--- src/sv/blb_pkg.sv ---
// shared types and constants of the bounded list buffer
package blb_pkg;

	localparam int unsigned DATA_W     = 32;
	localparam int unsigned POS_W      = 5;
	localparam int unsigned CNT_W      = 5;
	localparam int unsigned IN_TDATA_W  = 40;
	localparam int unsigned IN_TUSER_W  = 3;
	localparam int unsigned OUT_TDATA_W = 40;

	// operation carried in s_tuser
	typedef enum logic [2:0] {
		FN_PUSH_BACK  = 3'd0,
		FN_PUSH_FRONT = 3'd1,
		FN_POP_BACK   = 3'd2,
		FN_POP_FRONT  = 3'd3,
		FN_INSERT     = 3'd4,
		FN_REMOVE     = 3'd5,
		FN_READ       = 3'd6,
		FN_CLEAR      = 3'd7
	} func_t;

	// result status
	typedef enum logic [2:0] {
		ST_OK       = 3'd0,
		ST_FULL     = 3'd1,
		ST_EMPTY    = 3'd2,
		ST_RANGE    = 3'd3,
		ST_NOTFOUND = 3'd4
	} status_t;

	// one finished result from the controller
	typedef struct packed {
		logic               valid;
		logic [DATA_W-1:0]  read_data;
		logic [CNT_W-1:0]   count;
		status_t            status;
	} res_t;

endpackage

--- src/sv/blb_ram.sv ---
// generic single-port-write, single-port-read ram with registered read
module blb_ram #(
	parameter int unsigned WIDTH = 32,
	parameter int unsigned DEPTH = 16
) (
	input  logic                     clk,
	input  logic                     we,
	input  logic [$clog2(DEPTH)-1:0] waddr,
	input  logic [WIDTH-1:0]         wdata,
	input  logic                     re,
	input  logic [$clog2(DEPTH)-1:0] raddr,
	output logic [WIDTH-1:0]         rdata
);

	logic [WIDTH-1:0] mem_q [DEPTH];

	// write port
	always_ff @(posedge clk) begin
		if (we) begin
			mem_q[waddr] <= wdata;
		end
	end

	// registered read, held while re is low
	always_ff @(posedge clk) begin
		if (re) begin
			rdata <= mem_q[raddr];
		end
	end

endmodule

--- src/sv/blb_ctrl.sv ---
// list controller: circular store in ram, shift and search sequencer
module blb_ctrl #(
	parameter int unsigned CAPACITY = 16
) (
	input  logic                              clk,
	input  logic                              arst_n,
	input  logic                              acc,
	input  blb_pkg::func_t                    func,
	input  logic signed [blb_pkg::DATA_W-1:0] value,
	input  logic [blb_pkg::POS_W-1:0]         position,
	input  logic                              out_free,
	output logic                              idle,
	output blb_pkg::res_t                     res
);

	localparam int unsigned AW = $clog2(CAPACITY);
	localparam int unsigned CW = $clog2(CAPACITY + 1);
	localparam int unsigned PW = (CW > blb_pkg::POS_W) ? CW : blb_pkg::POS_W;
	localparam logic [AW:0]   CAP_E   = (AW+1)'(CAPACITY);
	localparam logic [CW-1:0] CAP_C   = CW'(CAPACITY);
	localparam logic [AW-1:0] LAST_PH = AW'(CAPACITY - 1);

	typedef enum logic [2:0] {
		S_IDLE,
		S_READ,
		S_UP,
		S_UP_END,
		S_PUT,
		S_SRCH,
		S_DN
	} state_t;

	state_t state_q, state_nxt;
	logic [AW-1:0] head_q, head_nxt;
	logic [CW-1:0] count_q, cnt_nxt;
	logic          pend_s1, pend_nxt;
	logic [AW-1:0] tgt_s1, tgt_nxt;
	logic [CW-1:0] idx_q, idx_nxt;
	logic [AW-1:0] lo_q, lo_nxt;
	logic [blb_pkg::DATA_W-1:0] val_q, val_nxt;

	logic                       we, re;
	logic [AW-1:0]              waddr, raddr;
	logic [blb_pkg::DATA_W-1:0] wdata, rdata;

	logic          full, empty, issue;
	logic [PW-1:0] pos_w, cnt_w;
	logic [AW-1:0] pos_a, idx_a, head_dec, head_inc;

	// logical index to physical ram address
	function automatic logic [AW-1:0] phys(input logic [AW-1:0] base,
		input logic [AW-1:0] off);
		logic [AW:0] sum;
		sum = {1'b0, base} + {1'b0, off};
		if (sum >= CAP_E) begin
			sum = sum - CAP_E;
		end
		return sum[AW-1:0];
	endfunction

	blb_ram #(
		.WIDTH (blb_pkg::DATA_W),
		.DEPTH (CAPACITY)
	) u_ram (
		.clk   (clk),
		.we    (we),
		.waddr (waddr),
		.wdata (wdata),
		.re    (re),
		.raddr (raddr),
		.rdata (rdata)
	);

	assign full     = (count_q == CAP_C);
	assign empty    = (count_q == '0);
	assign pos_w    = PW'(position);
	assign cnt_w    = PW'(count_q);
	assign pos_a    = AW'(position);
	assign idx_a    = idx_q[AW-1:0];
	assign head_dec = (head_q == '0) ? LAST_PH : head_q - 1'b1;
	assign head_inc = (head_q == LAST_PH) ? '0 : head_q + 1'b1;
	assign issue    = (idx_q < count_q);
	assign idle     = (state_q == S_IDLE);

	// next state, ram access and result
	always_comb begin
		state_nxt = state_q;
		head_nxt  = head_q;
		cnt_nxt   = count_q;
		pend_nxt  = pend_s1;
		tgt_nxt   = tgt_s1;
		idx_nxt   = idx_q;
		lo_nxt    = lo_q;
		val_nxt   = val_q;
		we        = 1'b0;
		waddr     = '0;
		wdata     = '0;
		re        = 1'b0;
		raddr     = '0;
		res       = '0;
		res.status = blb_pkg::ST_OK;
		unique case (state_q)
			S_IDLE: begin
				if (acc) begin
					res.valid = 1'b1;
					val_nxt   = value;
					lo_nxt    = pos_a;
					unique case (func)
						blb_pkg::FN_PUSH_BACK: begin
							if (full) begin
								res.status = blb_pkg::ST_FULL;
							end else begin
								we      = 1'b1;
								waddr   = phys(head_q, count_q[AW-1:0]);
								wdata   = value;
								cnt_nxt = count_q + 1'b1;
							end
						end
						blb_pkg::FN_PUSH_FRONT: begin
							if (full) begin
								res.status = blb_pkg::ST_FULL;
							end else begin
								we       = 1'b1;
								waddr    = head_dec;
								wdata    = value;
								head_nxt = head_dec;
								cnt_nxt  = count_q + 1'b1;
							end
						end
						blb_pkg::FN_POP_BACK: begin
							if (empty) begin
								res.status = blb_pkg::ST_EMPTY;
							end else begin
								cnt_nxt = count_q - 1'b1;
							end
						end
						blb_pkg::FN_POP_FRONT: begin
							if (empty) begin
								res.status = blb_pkg::ST_EMPTY;
							end else begin
								head_nxt = head_inc;
								cnt_nxt  = count_q - 1'b1;
							end
						end
						blb_pkg::FN_INSERT: begin
							if (full) begin
								res.status = blb_pkg::ST_FULL;
							end else if (pos_w > cnt_w) begin
								res.status = blb_pkg::ST_RANGE;
							end else if (pos_w == cnt_w) begin
								// append at the end
								we      = 1'b1;
								waddr   = phys(head_q, pos_a);
								wdata   = value;
								cnt_nxt = count_q + 1'b1;
							end else begin
								res.valid = 1'b0;
								idx_nxt   = count_q - 1'b1;
								pend_nxt  = 1'b0;
								state_nxt = S_UP;
							end
						end
						blb_pkg::FN_REMOVE: begin
							if (empty) begin
								res.status = blb_pkg::ST_EMPTY;
							end else begin
								res.valid = 1'b0;
								idx_nxt   = '0;
								pend_nxt  = 1'b0;
								state_nxt = S_SRCH;
							end
						end
						blb_pkg::FN_READ: begin
							if (pos_w >= cnt_w) begin
								res.status = blb_pkg::ST_RANGE;
							end else begin
								res.valid = 1'b0;
								re        = 1'b1;
								raddr     = phys(head_q, pos_a);
								state_nxt = S_READ;
							end
						end
						blb_pkg::FN_CLEAR: begin
							cnt_nxt = '0;
						end
						default: begin
							res.valid = 1'b0;
						end
					endcase
					res.count = blb_pkg::CNT_W'(cnt_nxt);
				end
			end
			// read data arrives from the ram
			S_READ: begin
				if (out_free) begin
					res.valid     = 1'b1;
					res.read_data = rdata;
					res.count     = blb_pkg::CNT_W'(count_q);
					state_nxt     = S_IDLE;
				end
			end
			// move entries up one place, from the back toward the insert point
			S_UP: begin
				re       = 1'b1;
				raddr    = phys(head_q, idx_a);
				pend_nxt = 1'b1;
				tgt_nxt  = idx_a + 1'b1;
				if (pend_s1) begin
					we    = 1'b1;
					waddr = phys(head_q, tgt_s1);
					wdata = rdata;
				end
				if (idx_a == lo_q) begin
					state_nxt = S_UP_END;
				end else begin
					idx_nxt = idx_q - 1'b1;
				end
			end
			S_UP_END: begin
				we        = 1'b1;
				waddr     = phys(head_q, tgt_s1);
				wdata     = rdata;
				pend_nxt  = 1'b0;
				state_nxt = S_PUT;
			end
			// store the new word at the insert point
			S_PUT: begin
				if (out_free) begin
					we        = 1'b1;
					waddr     = phys(head_q, lo_q);
					wdata     = val_q;
					cnt_nxt   = count_q + 1'b1;
					res.valid = 1'b1;
					res.count = blb_pkg::CNT_W'(cnt_nxt);
					state_nxt = S_IDLE;
				end
			end
			// first-match search, one entry per cycle
			S_SRCH: begin
				if (issue) begin
					re       = 1'b1;
					raddr    = phys(head_q, idx_a);
					pend_nxt = 1'b1;
					tgt_nxt  = idx_a;
					idx_nxt  = idx_q + 1'b1;
				end else begin
					pend_nxt = 1'b0;
				end
				if (pend_s1 && (rdata == val_q)) begin
					idx_nxt   = CW'(tgt_s1) + 1'b1;
					pend_nxt  = 1'b0;
					state_nxt = S_DN;
				end else if (!pend_s1 && !issue && out_free) begin
					res.valid  = 1'b1;
					res.status = blb_pkg::ST_NOTFOUND;
					res.count  = blb_pkg::CNT_W'(count_q);
					state_nxt  = S_IDLE;
				end
			end
			// close the gap left by the removed entry
			S_DN: begin
				if (issue) begin
					re       = 1'b1;
					raddr    = phys(head_q, idx_a);
					pend_nxt = 1'b1;
					tgt_nxt  = idx_a - 1'b1;
					idx_nxt  = idx_q + 1'b1;
				end else begin
					pend_nxt = 1'b0;
				end
				if (pend_s1) begin
					we    = 1'b1;
					waddr = phys(head_q, tgt_s1);
					wdata = rdata;
				end
				if (!issue && !pend_s1 && out_free) begin
					cnt_nxt   = count_q - 1'b1;
					res.valid = 1'b1;
					res.count = blb_pkg::CNT_W'(cnt_nxt);
					state_nxt = S_IDLE;
				end
			end
			default: begin
				state_nxt = S_IDLE;
			end
		endcase
	end

	// control state
	always_ff @(posedge clk or negedge arst_n) begin
		if (!arst_n) begin
			state_q <= S_IDLE;
			head_q  <= '0;
			count_q <= '0;
			pend_s1 <= 1'b0;
		end else begin
			state_q <= state_nxt;
			head_q  <= head_nxt;
			count_q <= cnt_nxt;
			pend_s1 <= pend_nxt;
		end
	end

	// sequencer payload
	always_ff @(posedge clk) begin
		tgt_s1 <= tgt_nxt;
		idx_q  <= idx_nxt;
		lo_q   <= lo_nxt;
		val_q  <= val_nxt;
	end

endmodule

--- src/sv/bounded_list_buffer.sv ---
// bounded list buffer top level: stream ports and result register
// push, pop, clear, append and failed checks give their result in the result register in the
// cycle after the transfer; read makes one ram read; insert at p below count moves each entry
// from p up one place with one ram read and write; remove finds the first match and moves the
// later entries down one place, or reports not found
// a new transfer is taken once the previous item is finished and the result register is free
// reset: arst_n clears count, head and sequencer at once; list words are not cleared
module bounded_list_buffer #(
	parameter int unsigned CAPACITY = 16
) (
	input  logic                               clk,
	input  logic                               arst_n,
	input  logic                               s_tvalid,
	output logic                               s_tready,
	input  logic [blb_pkg::IN_TDATA_W-1:0]     s_tdata,  // value[31:0], position[36:32], zero
	input  logic [blb_pkg::IN_TUSER_W-1:0]     s_tuser,  // func[2:0]
	output logic                               m_tvalid,
	input  logic                               m_tready,
	output logic [blb_pkg::OUT_TDATA_W-1:0]    m_tdata   // read_data[31:0], count[36:32], status[39:37]
);

	logic          m_tvalid_q;
	logic [blb_pkg::OUT_TDATA_W-1:0] m_tdata_q;
	logic          out_free, idle, acc;
	blb_pkg::res_t res;

	// input transfer
	assign out_free = !m_tvalid_q || m_tready;
	assign s_tready = idle && out_free;
	assign acc      = s_tvalid && s_tready;

	blb_ctrl #(
		.CAPACITY (CAPACITY)
	) u_ctrl (
		.clk      (clk),
		.arst_n   (arst_n),
		.acc      (acc),
		.func     (blb_pkg::func_t'(s_tuser[2:0])),
		.value    (s_tdata[31:0]),
		.position (s_tdata[36:32]),
		.out_free (out_free),
		.idle     (idle),
		.res      (res)
	);

	// result register valid
	always_ff @(posedge clk or negedge arst_n) begin
		if (!arst_n) begin
			m_tvalid_q <= 1'b0;
		end else if (res.valid) begin
			m_tvalid_q <= 1'b1;
		end else if (m_tready) begin
			m_tvalid_q <= 1'b0;
		end
	end

	// result register payload
	always_ff @(posedge clk) begin
		if (res.valid) begin
			m_tdata_q <= {res.status, res.count, res.read_data};
		end
	end

	assign m_tvalid = m_tvalid_q;
	assign m_tdata  = m_tdata_q;

endmodule

--- config.mk ---
export PLATFORM = sky130hd
export DESIGN_NAME = bounded_list_buffer
export DESIGN_NICKNAME = d
export VERILOG_FILES = /design/src/sv/blb_pkg.sv /design/src/sv/blb_ram.sv /design/src/sv/blb_ctrl.sv /design/src/sv/bounded_list_buffer.sv
export SDC_FILE = /design/constraint.sdc
export NUM_CORES = 1
export LEC_CHECK = 0
export BUFFER_PORTS_ARGS = -buffer_cell sky130_fd_sc_hd__buf_2
export CORE_MARGIN = 2
export CORE_UTILIZATION = 55
export CTS_CLUSTER_SIZE = 40
export DETAILED_ROUTE_END_ITERATION = 10
export PLACE_DENSITY = 0.78
export SYNTH_ARGS = -nofsm -noshare
export SYNTH_HDL_FRONTEND = slang
export SYNTH_SLANG_ARGS = --single-unit
export TNS_END_PERCENT = 5
--- constraint.sdc ---
create_clock -name clk -period 5.4 [get_ports clk]
set_clock_uncertainty 0.1 [all_clocks]
set_input_delay 0.27 -clock clk [delete_from_list [all_inputs] [get_ports clk]]
set_output_delay 0.27 -clock clk [all_outputs]
set_load 0.01 [all_outputs]
; ---- After elaboration in Yosys (flattened, before gate mapping)
; Memory sizes are Yosys's and may differ from the RTL's. A register that Yosys moved wholly into a read port is not among the register bits.
; Index checks and enable logic that the tools add are counted.
[word_totals]
ramBits = 512
memories = 1
out_inout_bits = 42
inputBits = 47
reg_bits = 99
[memory_table]
columns = name, words, word_bits, rd, rd_clocked_by_memory_dff, write_ports, line
row1 = u_ctrl.u_ram.mem_q, 16, 32, 1, 1, 1, blb_ram.sv:15  ; logic [WIDTH-1:0] mem_q [DEPTH];
[op_classes]
n_lt_le_gt_ge = 8
n_addsub = 19
eq_ne = 35
n_reduce_logical = 33
n_mux = 118
[op_table]
columns = operator, n
row1 = two-way mux 32 bit, 7
row2 = one-hot mux 32 bit (4 select lines), 1
row3 = two-way mux 4 bit, 23
row4 = two-way mux 5 bit, 18
row5 = one-hot mux 32 bit (2 select lines), 1
row6 = one-hot mux 5 bit (4 select lines), 2
row7 = two-way mux 38 bit, 1
row8 = one-hot mux 4 bit (3 select lines), 3
row9 = two-way mux 3 bit, 11
row10 = equality test 32 bit, 1
row11 = two-way mux 1 bit, 29
row12 = "subtractor 4 x 1 -> 4 bit, second input constant", 7
row13 = adder 4 x 4 -> 5 bit, 5
row14 = "greater-or-equal comparator 5 bit, second input constant", 5
row15 = one-hot mux 5 bit (5 select lines), 1
row16 = two-way mux 8 bit, 3
row17 = "equality test 3 bit, second input constant", 7
row18 = one-hot mux 3 bit (6 select lines), 1
row19 = one-hot mux 4 bit (4 select lines), 1
row20 = "inequality test 3 bit, second input constant", 5
row21 = one-hot mux 5 bit (3 select lines), 1
row22 = "equality test 3 x 2 -> 1 bit, second input constant", 4
row23 = "inequality test 2 x 1 -> 1 bit, second input constant", 6
row24 = one-hot mux 3 bit (4 select lines), 1
row25 = 43 further kinds, 69

; ---- Depth between registers and ports, before layout
; Gate-level depths: netlist of run 1.
[logic_depth]
ltp_word = 9
depth_mapped = 14
depth_no_buf = 12

; ---- By module
; A second synthesis of run 1 with hierarchy kept.
[hier_totals]
hier_cells = 1544
hier_area_um2 = 27258.6
[by_module_without_submodules]
columns = module, cells_each, area_per_inst_um2, seq_area_each_um2, n_inst
row1 = blb_ram, 838, 20155.6, 16335.7, 1
row2 = blb_ctrl, 661, 5844.4, 1676.6, 1
row3 = bounded_list_buffer, 45, 1258.7, 1226.2, 1

; ---- Least setup slack after synthesis of run 1
; OpenSTA, ideal clock, no wires.
[synth_path]
kind = reg2reg
startpoint = register u_ctrl.count_q[4] (netlist: u_ctrl.cnt_w[4])
endpoint = memory u_ctrl.u_ram.mem_q[0][0] (enable)
arrival_time_ns = 4.073
path_slack_ns = 0.805
path_stages_with_launch = 12
n_path_buf = 1
cell_sequence = dfrtp_1 -> clkbuf_1 -> inv_1 -> ha_1 -> nand3_1 -> or2_1 -> o21a_1 -> or3_1 -> nor2_1 -> nor3_1 -> or3_1 -> nor2_1
[synth_via]
elab_chain_len = 9
elab_cells_between_ends = 20
cone_classes = 1 x order compare / 2 x eq/ne / 17 x mux
[synth_lines]
columns = element, line
row1 = from (decl), blb_ctrl.sv:35  ; logic [CW-1:0] count_q, cnt_nxt;
row2 = from (signal assigned), blb_ctrl.sv:299  ; count_q <= cnt_nxt;
row3 = branches (longest 9 deep; another with > comparator 5 bit), n/a
row4 = to (decl), blb_ram.sv:15
; Several ways; the timed one is not identified.

; ---- Final worst setup path of run 1
[layout_path]
startpoint = register u_ctrl.count_q[4] (netlist: u_ctrl.cnt_w[4])
endpoint = memory u_ctrl.u_ram.mem_q[9][4] (enable)
; The elaborated chain is that of the path after synthesis.

==> results.py, run 1 <==
metrics = {
    "critical_path": {
        "critPathTopFamily": "simple AND/OR/NAND/NOR gates",
        "path_class": "reg -> reg",
        "crit_path_start_kind": "register",
        "crit_arrival_ns": 4.61,
        "cp-end-kind": "register",
        "crit_required_ns": 5.52,
        "crit_fanout": 32,
        "slowest_stage": "nor4_1",
        "worst-r2r-cell-count": 10,
        "r2r-start": "u_ctrl.cnt_w[4]",
        "slowest_delay_ns": 0.67,
        "rrSetupSlack_ns": 0.91,
        "path_cells": "inv_1 -> ha_1 -> nand3_1 -> or2_1 -> nor4_1 -> a22oi_1 -> o21ai_0 -> nand2_1 -> nor2_4 -> buf_4",
        "crit_buf_inv": 2,
        "r2r-end": "u_ctrl.u_ram.mem_q[9][4]",
        "critPathLaunch": "u_ctrl.cnt_w[4]",
    },
    "timing": {
        "fin_crit_ns": 4.49,
        "rsz0062_at_grt": "no",
        "relSlewSlack_pct": 22.7,
        "fin_crit_sh_pct": 83.1,
        "timing.fmax_mhz": 223,
        "finalHoldViolations": 0,
        "holdWs_ns": 0.0265,
        "timing.setup.tns_ns": 0,
        "setup_viol": 0,
        "slew_viol_final": 0,
        "worst_slew_pin_slew_ns": 1.16,
    },
    "floorplanning": {
        "die_x_um": 228,
        "die_y_um": 228,
        "fp.coreArea_mm2": 0.0499,
        "initial_utilization_pct": 55.5,
        "rows": 82,
        "dieArea_mm2": 0.0521,
        "io_pins": 89,
    },
    "layout": {
        "final_util_pct": 62.6,
        "nets": 2392,
        "layout-area-overhead-vs-synth_pct": 13.0,
        "drive_gt1_share_pct": 11.0,
        "antenna_cells": 0,
    },
    "power": {
        "design_power_total_mw": 19.0,
        "ir_drop_mv": 0.421,
        "powerDensity_mw_per_mm2": 608,
        "leakage_nw": 10.9,
    },
    "clocking": {
        "cts.path.max_buffers": 3,
        "htreeDepth": 2,
        "cts_setup_buffers": 0,
        "path_clk_slew_ns": 0.06,
        "hold_buffers": 38,
        "insertion_delay_ns": 0.63,
        "cts_resized": 0,
        "cts_tree": "done",
        "cts_sinks": 643,
        "cts_buffers": 60,
        "cts_root_buf": "clkbuf_16",
    },
    "drt": {
        "routed_via_density": 6.21,
        "wl_met2_um": 34100,
        "drc": 0,
        "m1WireLength_um": 27100,
        "dr_wl_met3_um": 6400,
        "ant_nets": 0,
        "vias": 18779,
        "finalWirelength_um": 71000,
        "drtPass1Iterations": 6,
        "wl_per_cell_um": 23.5,
        "drt_iter0_markers": 2654,
        "maxUsedRoutingLayer": "met4",
    },
    "logic_synthesis": {
        "ys_ff_latch": 643,
        "seq_area_frac_synth_pct": 69.6,
        "syn_avg_cell_area_um2": 12.5,
        "synth.distinct_cells": 66,
        "synth_ff_type": "edfxtp_1",
        "synth_nets": 2295,
        "ys_warn_count": 0,
        "syn-cell-area_mm2": 0.0277,
        "synth_edf_count": 629,
        "synthArstFlopShare_pct": 2.18,
        "synth_cells": 2208,
    },
    "global_route": {
        "first_global_vias": 18118,
        "grt_pass1_wl_um": 106000,
        "grt_overflow": 0,
        "grt_usage_pct": 26.7,
        "grt_max_degree": 168,
        "antenna_found_initial": 1,
    },
    "outcome": {
        "status": "finished, final reports clean",
    },
    "min_path": {
        "hp-class": "in -> async",
    },
    "place": {
        "io_buffers": 85,
        "hpwl_um": 39500,
        "gp_congestion": 0.906,
    },
    "run": {
        "maxCapViolations": 0,
    },
}
kinds of logic after synthesis:
kind of cell | share of synthesized area (%)
compound gates | 10.7
xor+xnor | 2.15
fa+ha+maj | 1.97
buf+inv | 3.00
flops | 69.6
mux | 0.0407
simple gates | 12.6
how the worst max path moves through the flow:
stage,to,slack (ns),depth (start not counted)
2_1_floorplan,u_ctrl.u_ram.mem_q[0][0],0.81,11
3_3_place_gp,u_ctrl.u_ram.mem_q[0][30],1.08,11
3_5_place_dp,u_ctrl.u_ram.mem_q[9][17],1.02,10
4_1_cts,u_ctrl.u_ram.mem_q[9][4],1.00,10
5_1_grt,u_ctrl.u_ram.mem_q[6][30],0.75,11
6_report,u_ctrl.u_ram.mem_q[9][4],0.91,10
power by group:
part	switching, mW	total, mW	leakage [nW]	internal, mW
combinational	5.02	7.32	3.96	2.30
sequential	0.540	7.66	6.03	7.12
clock	1.79	4.02	0.912	2.23
metal layers:
metal | vias to the layer above | GRT usage [%]
li1 | 8337 | -
met1 | 9190 | 35.8
met2 | 1059 | 42.9
met3 | 193 | 3.99
met4 | 0 | 13.4
met5 | - | 0
flip-flops by register name (all words and copies together), names as in the netlist:
signal              count
u_ctrl.state_q          3
u_ctrl.val_q           32
u_ctrl.cnt_w            5
u_ctrl.u_ram.mem_q    512
u_ctrl.lo_q             4
u_ctrl.pend_s1          1
u_ctrl.head_q           4
m_tdata                40
u_ctrl.u_ram.rdata     32
u_ctrl.idx_q            5
m_tvalid                1
u_ctrl.tgt_s1           4
worst reg2reg max path, cell delays in order (launching register included):
cell and delay [ns]:
dfrtp_1 0.59, inv_1 0.16, ha_1 0.33, nand3_1 0.12
or2_1 0.34, nor4_1 0.67, a22oi_1 0.19, o21ai_0 0.51
nand2_1 0.39, nor2_4 0.17, buf_4 0.53
synth_stat cells, types with 7 or more instances:
library cell  count  area, um^2
a21o_1            9        67.6
a21oi_1         266        1330
a222oi_1         32         320
a22oi_1          39         293
a32oi_1          32         280
and2_1           32         200
buf_1             8        30.0
buf_2            61         305
clkbuf_1         58         218
dfrtp_1          14         350
edfxtp_1        629       18900
ha_1             34         425
inv_1            50         188
nand2_1         491        1840
nand2b_1         17         106
nand3_1         136         681
nand4_1           7        43.8
nor2_1           60         225
nor3_1           11        55.1
nor4_1           11        68.8
o211ai_1         11        82.6
o21ai_0          30         150
o221ai_1          8        70.1
xnor2_1          24         210
xor2_1           44         385
cell type report:
type | count | area, um^2
Tap cell | 672 | 841
Multi-Input combinational cell | 1377 | 7770
Inverter | 52 | 196
Clock buffer | 73 | 1550
Clock inverter | 36 | 299
Timing Repair Buffer | 171 | 1340
Fill cell | 3637 | 18600
Sequential cell | 643 | 19200
cell usage in the layout (no fill, tap or decap), drive strengths merged, types with 34 or more instances in the layout:
| master | netlist | routed |
|---|---|---|
| nand2 | 493 | 493 |
| a21oi | 266 | 266 |
| xor2 | 44 | 44 |
| ha | 34 | 34 |
| buf | 78 | 133 |
| nand3 | 136 | 136 |
| dlygate4sd3 | 0 | 38 |
| edfxtp | 629 | 629 |
| clkbuf | 58 | 73 |
| inv | 51 | 52 |
| a22oi | 40 | 40 |
| nor2 | 61 | 61 |
metrics by stage:
stage	std cells	setup slack, ns	area [um^2]
final	3024	0.915	31200
after detailed placement	2877	1.02	29000
after floorplan	2208	0.805	27700
after global placement	2877	1.08	29000
after global routing	3024	0.747	31200
after CTS	3024	1.00	31200
Note: power is estimated with default switching activity, not from simulation.
==> run 2, diff against run 1 <==
--- a/config.mk
+++ b/config.mk
@@ -10,7 +10,7 @@
 export CORE_UTILIZATION = 55
 export CTS_CLUSTER_SIZE = 40
 export DETAILED_ROUTE_END_ITERATION = 10
-export PLACE_DENSITY = 0.78
+export PLACE_DENSITY = 0.81
 export SYNTH_ARGS = -nofsm -noshare
 export SYNTH_HDL_FRONTEND = slang
 export SYNTH_SLANG_ARGS = --single-unit
==> constraint.sdc (replaced) <==
create_clock -name clk -period 3.76 [get_ports clk]
set_clock_uncertainty 0.1 [all_clocks]
set_input_delay 0.188 -clock clk [delete_from_list [all_inputs] [get_ports clk]]
set_output_delay 0.188 -clock clk [all_outputs]
set_load 0.01 [all_outputs]
==> run 2 against run 1 <==
Effect of this change: hold slack better by 0.13 ns; maximum frequency is 23% higher; first-iteration DRC count rose by 2.3%; highest routed layer unchanged.
==> results.py, run 2 (synthesis gave the netlist of run 1 again) <==
metrics = {
    "layout": {
        "antenna_cells": 0,
        "top_register": "u_ctrl.u_ram.mem_q",
        "nets": 2441,
        "largest_reg_flops": 512,
        "drive_gt1_share_pct": 12.7,
        "layout-area-overhead-vs-synth_pct": 15.7,
        "final_util_pct": 64.2,
        "mostFrequentLayoutCell": "edfxtp_1",
        "final_cell_area_mm2": 0.0320,
        "layout_common_cells": "edfxtp_1, nand2_1, a21oi_1",
    },
    "critical_path": {
        "r2r-start": "u_ctrl.cnt_w[2]",
        "crit_fanout": 25,
        "path_cells": "inv_1 -> ha_1 -> nand3_1 -> or2_1 -> o21a_1 -> or3_1 -> nor2_4 -> nor3_1 -> or3_1 -> nor2_4 -> buf_12",
        "crit_arrival_ns": 3.85,
        "slowest_delay_ns": 0.52,
        "r2r-end": "u_ctrl.u_ram.mem_q[8][31]",
        "crit_path_start_kind": "register",
        "rrSetupSlack_ns": 0.11,
        "critPathTopFamily": "simple AND/OR/NAND/NOR gates",
        "crit_required_ns": 3.95,
        "cp-end-kind": "register",
        "slowest_stage": "or3_1",
        "crit_buf_inv": 2,
        "path_class": "reg -> reg",
        "worst-r2r-cell-count": 11,
    },
    "timing": {
        "timing.fmax_mhz": 274,
        "fin_crit_sh_pct": 97.2,
        "relSlewSlack_pct": 47.6,
        "fin_crit_ns": 3.65,
        "worst_slew_pin_slew_ns": 0.784,
        "rsz0062_at_grt": "yes",
        "slew_viol_final": 0,
        "setup_viol": 0,
        "finalHoldViolations": 0,
    },
    "global_route": {
        "grt_overflow": 0,
        "grt_max_degree": 65,
        "grt_pass1_wl_um": 108000,
        "grt_usage_pct": 27.3,
        "first_global_vias": 18549,
        "antenna_found_initial": 2,
    },
    "drt": {
        "wl_per_cell_um": 23.4,
        "drc": 0,
        "finalWirelength_um": 71900,
        "vias": 19087,
        "drtPass1Iterations": 6,
        "routed_via_density": 6.21,
        "drt_iter0_markers": 2714,
        "ant_nets": 0,
    },
    "clocking": {
        "cts_buffers": 61,
        "path_clk_slew_ns": 0.06,
        "cts_root_buf": "clkbuf_16",
        "cts_tree": "done",
        "cts.path.max_buffers": 3,
        "htreeDepth": 2,
        "insertion_delay_ns": 0.64,
        "cts_sinks": 643,
    },
    "place": {
        "gp_congestion": 0.907,
        "hpwl_um": 42800,
        "place_area_mm2": 0.0296,
        "io_buffers": 85,
    },
    "power": {
        "combPwrFrac_pct": 39.8,
        "p_switching_mw": 10.7,
        "powerDensity_mw_per_mm2": 877,
        "cellInternalPower_mw": 17.3,
        "design_power_total_mw": 28.1,
        "leakage_nw": 11.2,
        "p_sw_share_pct": 38.2,
        "pwr-share-clk_pct": 21.4,
        "seq_power_share_pct": 38.8,
        "ir_drop_mv": 0.537,
    },
    "min_path": {
        "hp-start": "s_tuser[2]",
        "hp-class": "in -> reg",
        "hold_end": "u_ctrl.state_q[1]",
        "hold_depth": 4,
    },
    "floorplanning": {
        "initial_utilization_pct": 55.5,
        "die_x_um": 228,
        "die_y_um": 228,
        "io_pins": 89,
        "dieArea_mm2": 0.0521,
        "rows": 82,
        "fp.coreArea_mm2": 0.0499,
    },
    "run": {
        "maxCapViolations": 0,
    },
    "outcome": {
        "status": "finished, final reports clean",
    },
}
==> run 2: cell count changes in the layout (fill, tap and decap cells not counted), moves of 2 or more <==
cell           change
buf_12            +24
buf_4             +22
bufinv_16          +2
clkbuf_1           +5
clkbuf_16          +2
clkinv_1           -4
clkinv_2           -4
clkinv_4           -2
clkinvlp_4         +3
dlygate4sd3_1      +2
==> run 2: how the worst max path moves through the flow <==
stage / end / startpoint / slack (ns) / cells past startpoint
5_1_grt: u_ctrl.u_ram.mem_q[13][6] / u_ctrl.cnt_w[2] / -0.04 / 12
4_1_cts: u_ctrl.u_ram.mem_q[8][31] / u_ctrl.cnt_w[2] / 0.15 / 11
3_3_place_gp: u_ctrl.u_ram.mem_q[12][21] / u_ctrl.cnt_w[2] / 0.21 / 11
6_report: u_ctrl.u_ram.mem_q[8][31] / u_ctrl.cnt_w[2] / 0.11 / 11
3_5_place_dp: u_ctrl.u_ram.mem_q[12][21] / u_ctrl.cnt_w[2] / 0.17 / 11
2_1_floorplan: u_ctrl.u_ram.mem_q[2][0] / u_ctrl.cnt_w[3] / -0.08 / 12
==> run 2: per-layer routing <==
metal | global-route usage [%] | share of wire [%] | vias up
li1 | - | - | 8434
met2 | 44.8 | 48 | 1188
met4 | 12.7 | 4.3 | 0
met3 | 5.49 | 10 | 218
met1 | 35.3 | 37 | 9247
met5 | 0 | 0 | -
==> run 2: cell type report <==
type / instances / area [um^2]
clock buffers: 80 / 1620
clock inverters: 30 / 320
fillers: 3487 / 17900
inverters: 52 / 196
multi-input cells: 1377 / 7780
flip-flops and latches: 643 / 19200
well taps: 672 / 841
repair buffers: 219 / 2010
==> run 2: what timing repair did <==
item	CTS	global route
gates resized for setup	0	2
setup endpoints to repair	0	167
buffers inserted	0	1
hold endpoints to repair	53	0
hold buffers	40	0
==> run 2: power groups by stage <==
stage / clock network [mW] / logic [mW] / registers (mW)
finish: 6.00 / 11.2 / 10.9
global route: 6.33 / 12.1 / 11.0
CTS: 6.04 / 11.0 / 10.9
detailed placement: 0 / 10.9 / 11.0
global placement: 0 / 10.5 / 11.0
floorplan: 0 / 7.05 / 10.9
==> run 2: worst reg2reg max path, delay by kind of cell, from the launching register on <==
family	cells	cell delay [ns]
flip-flops	1	0.34
AO/OA/AOI/OAI	1	0.23
buffers and inverters	2	0.39
AND/OR/NAND/NOR	7	1.96
adder cells (fa/ha/maj)	1	0.32
==> run 2: through the flow <==
stage	setup WS, ns	instances	hold WS (ns)	setup TNS (ns)
finish	0.107	3073	0.152	0
global placement	0.207	2922	0.0263	0
CTS	0.147	3072	0.114	0
floorplan	-0.0824	2208	-0.208	-18.21
global route	-0.0365	3073	0.162	-1.38
detailed placement	0.173	2922	0.0390	0
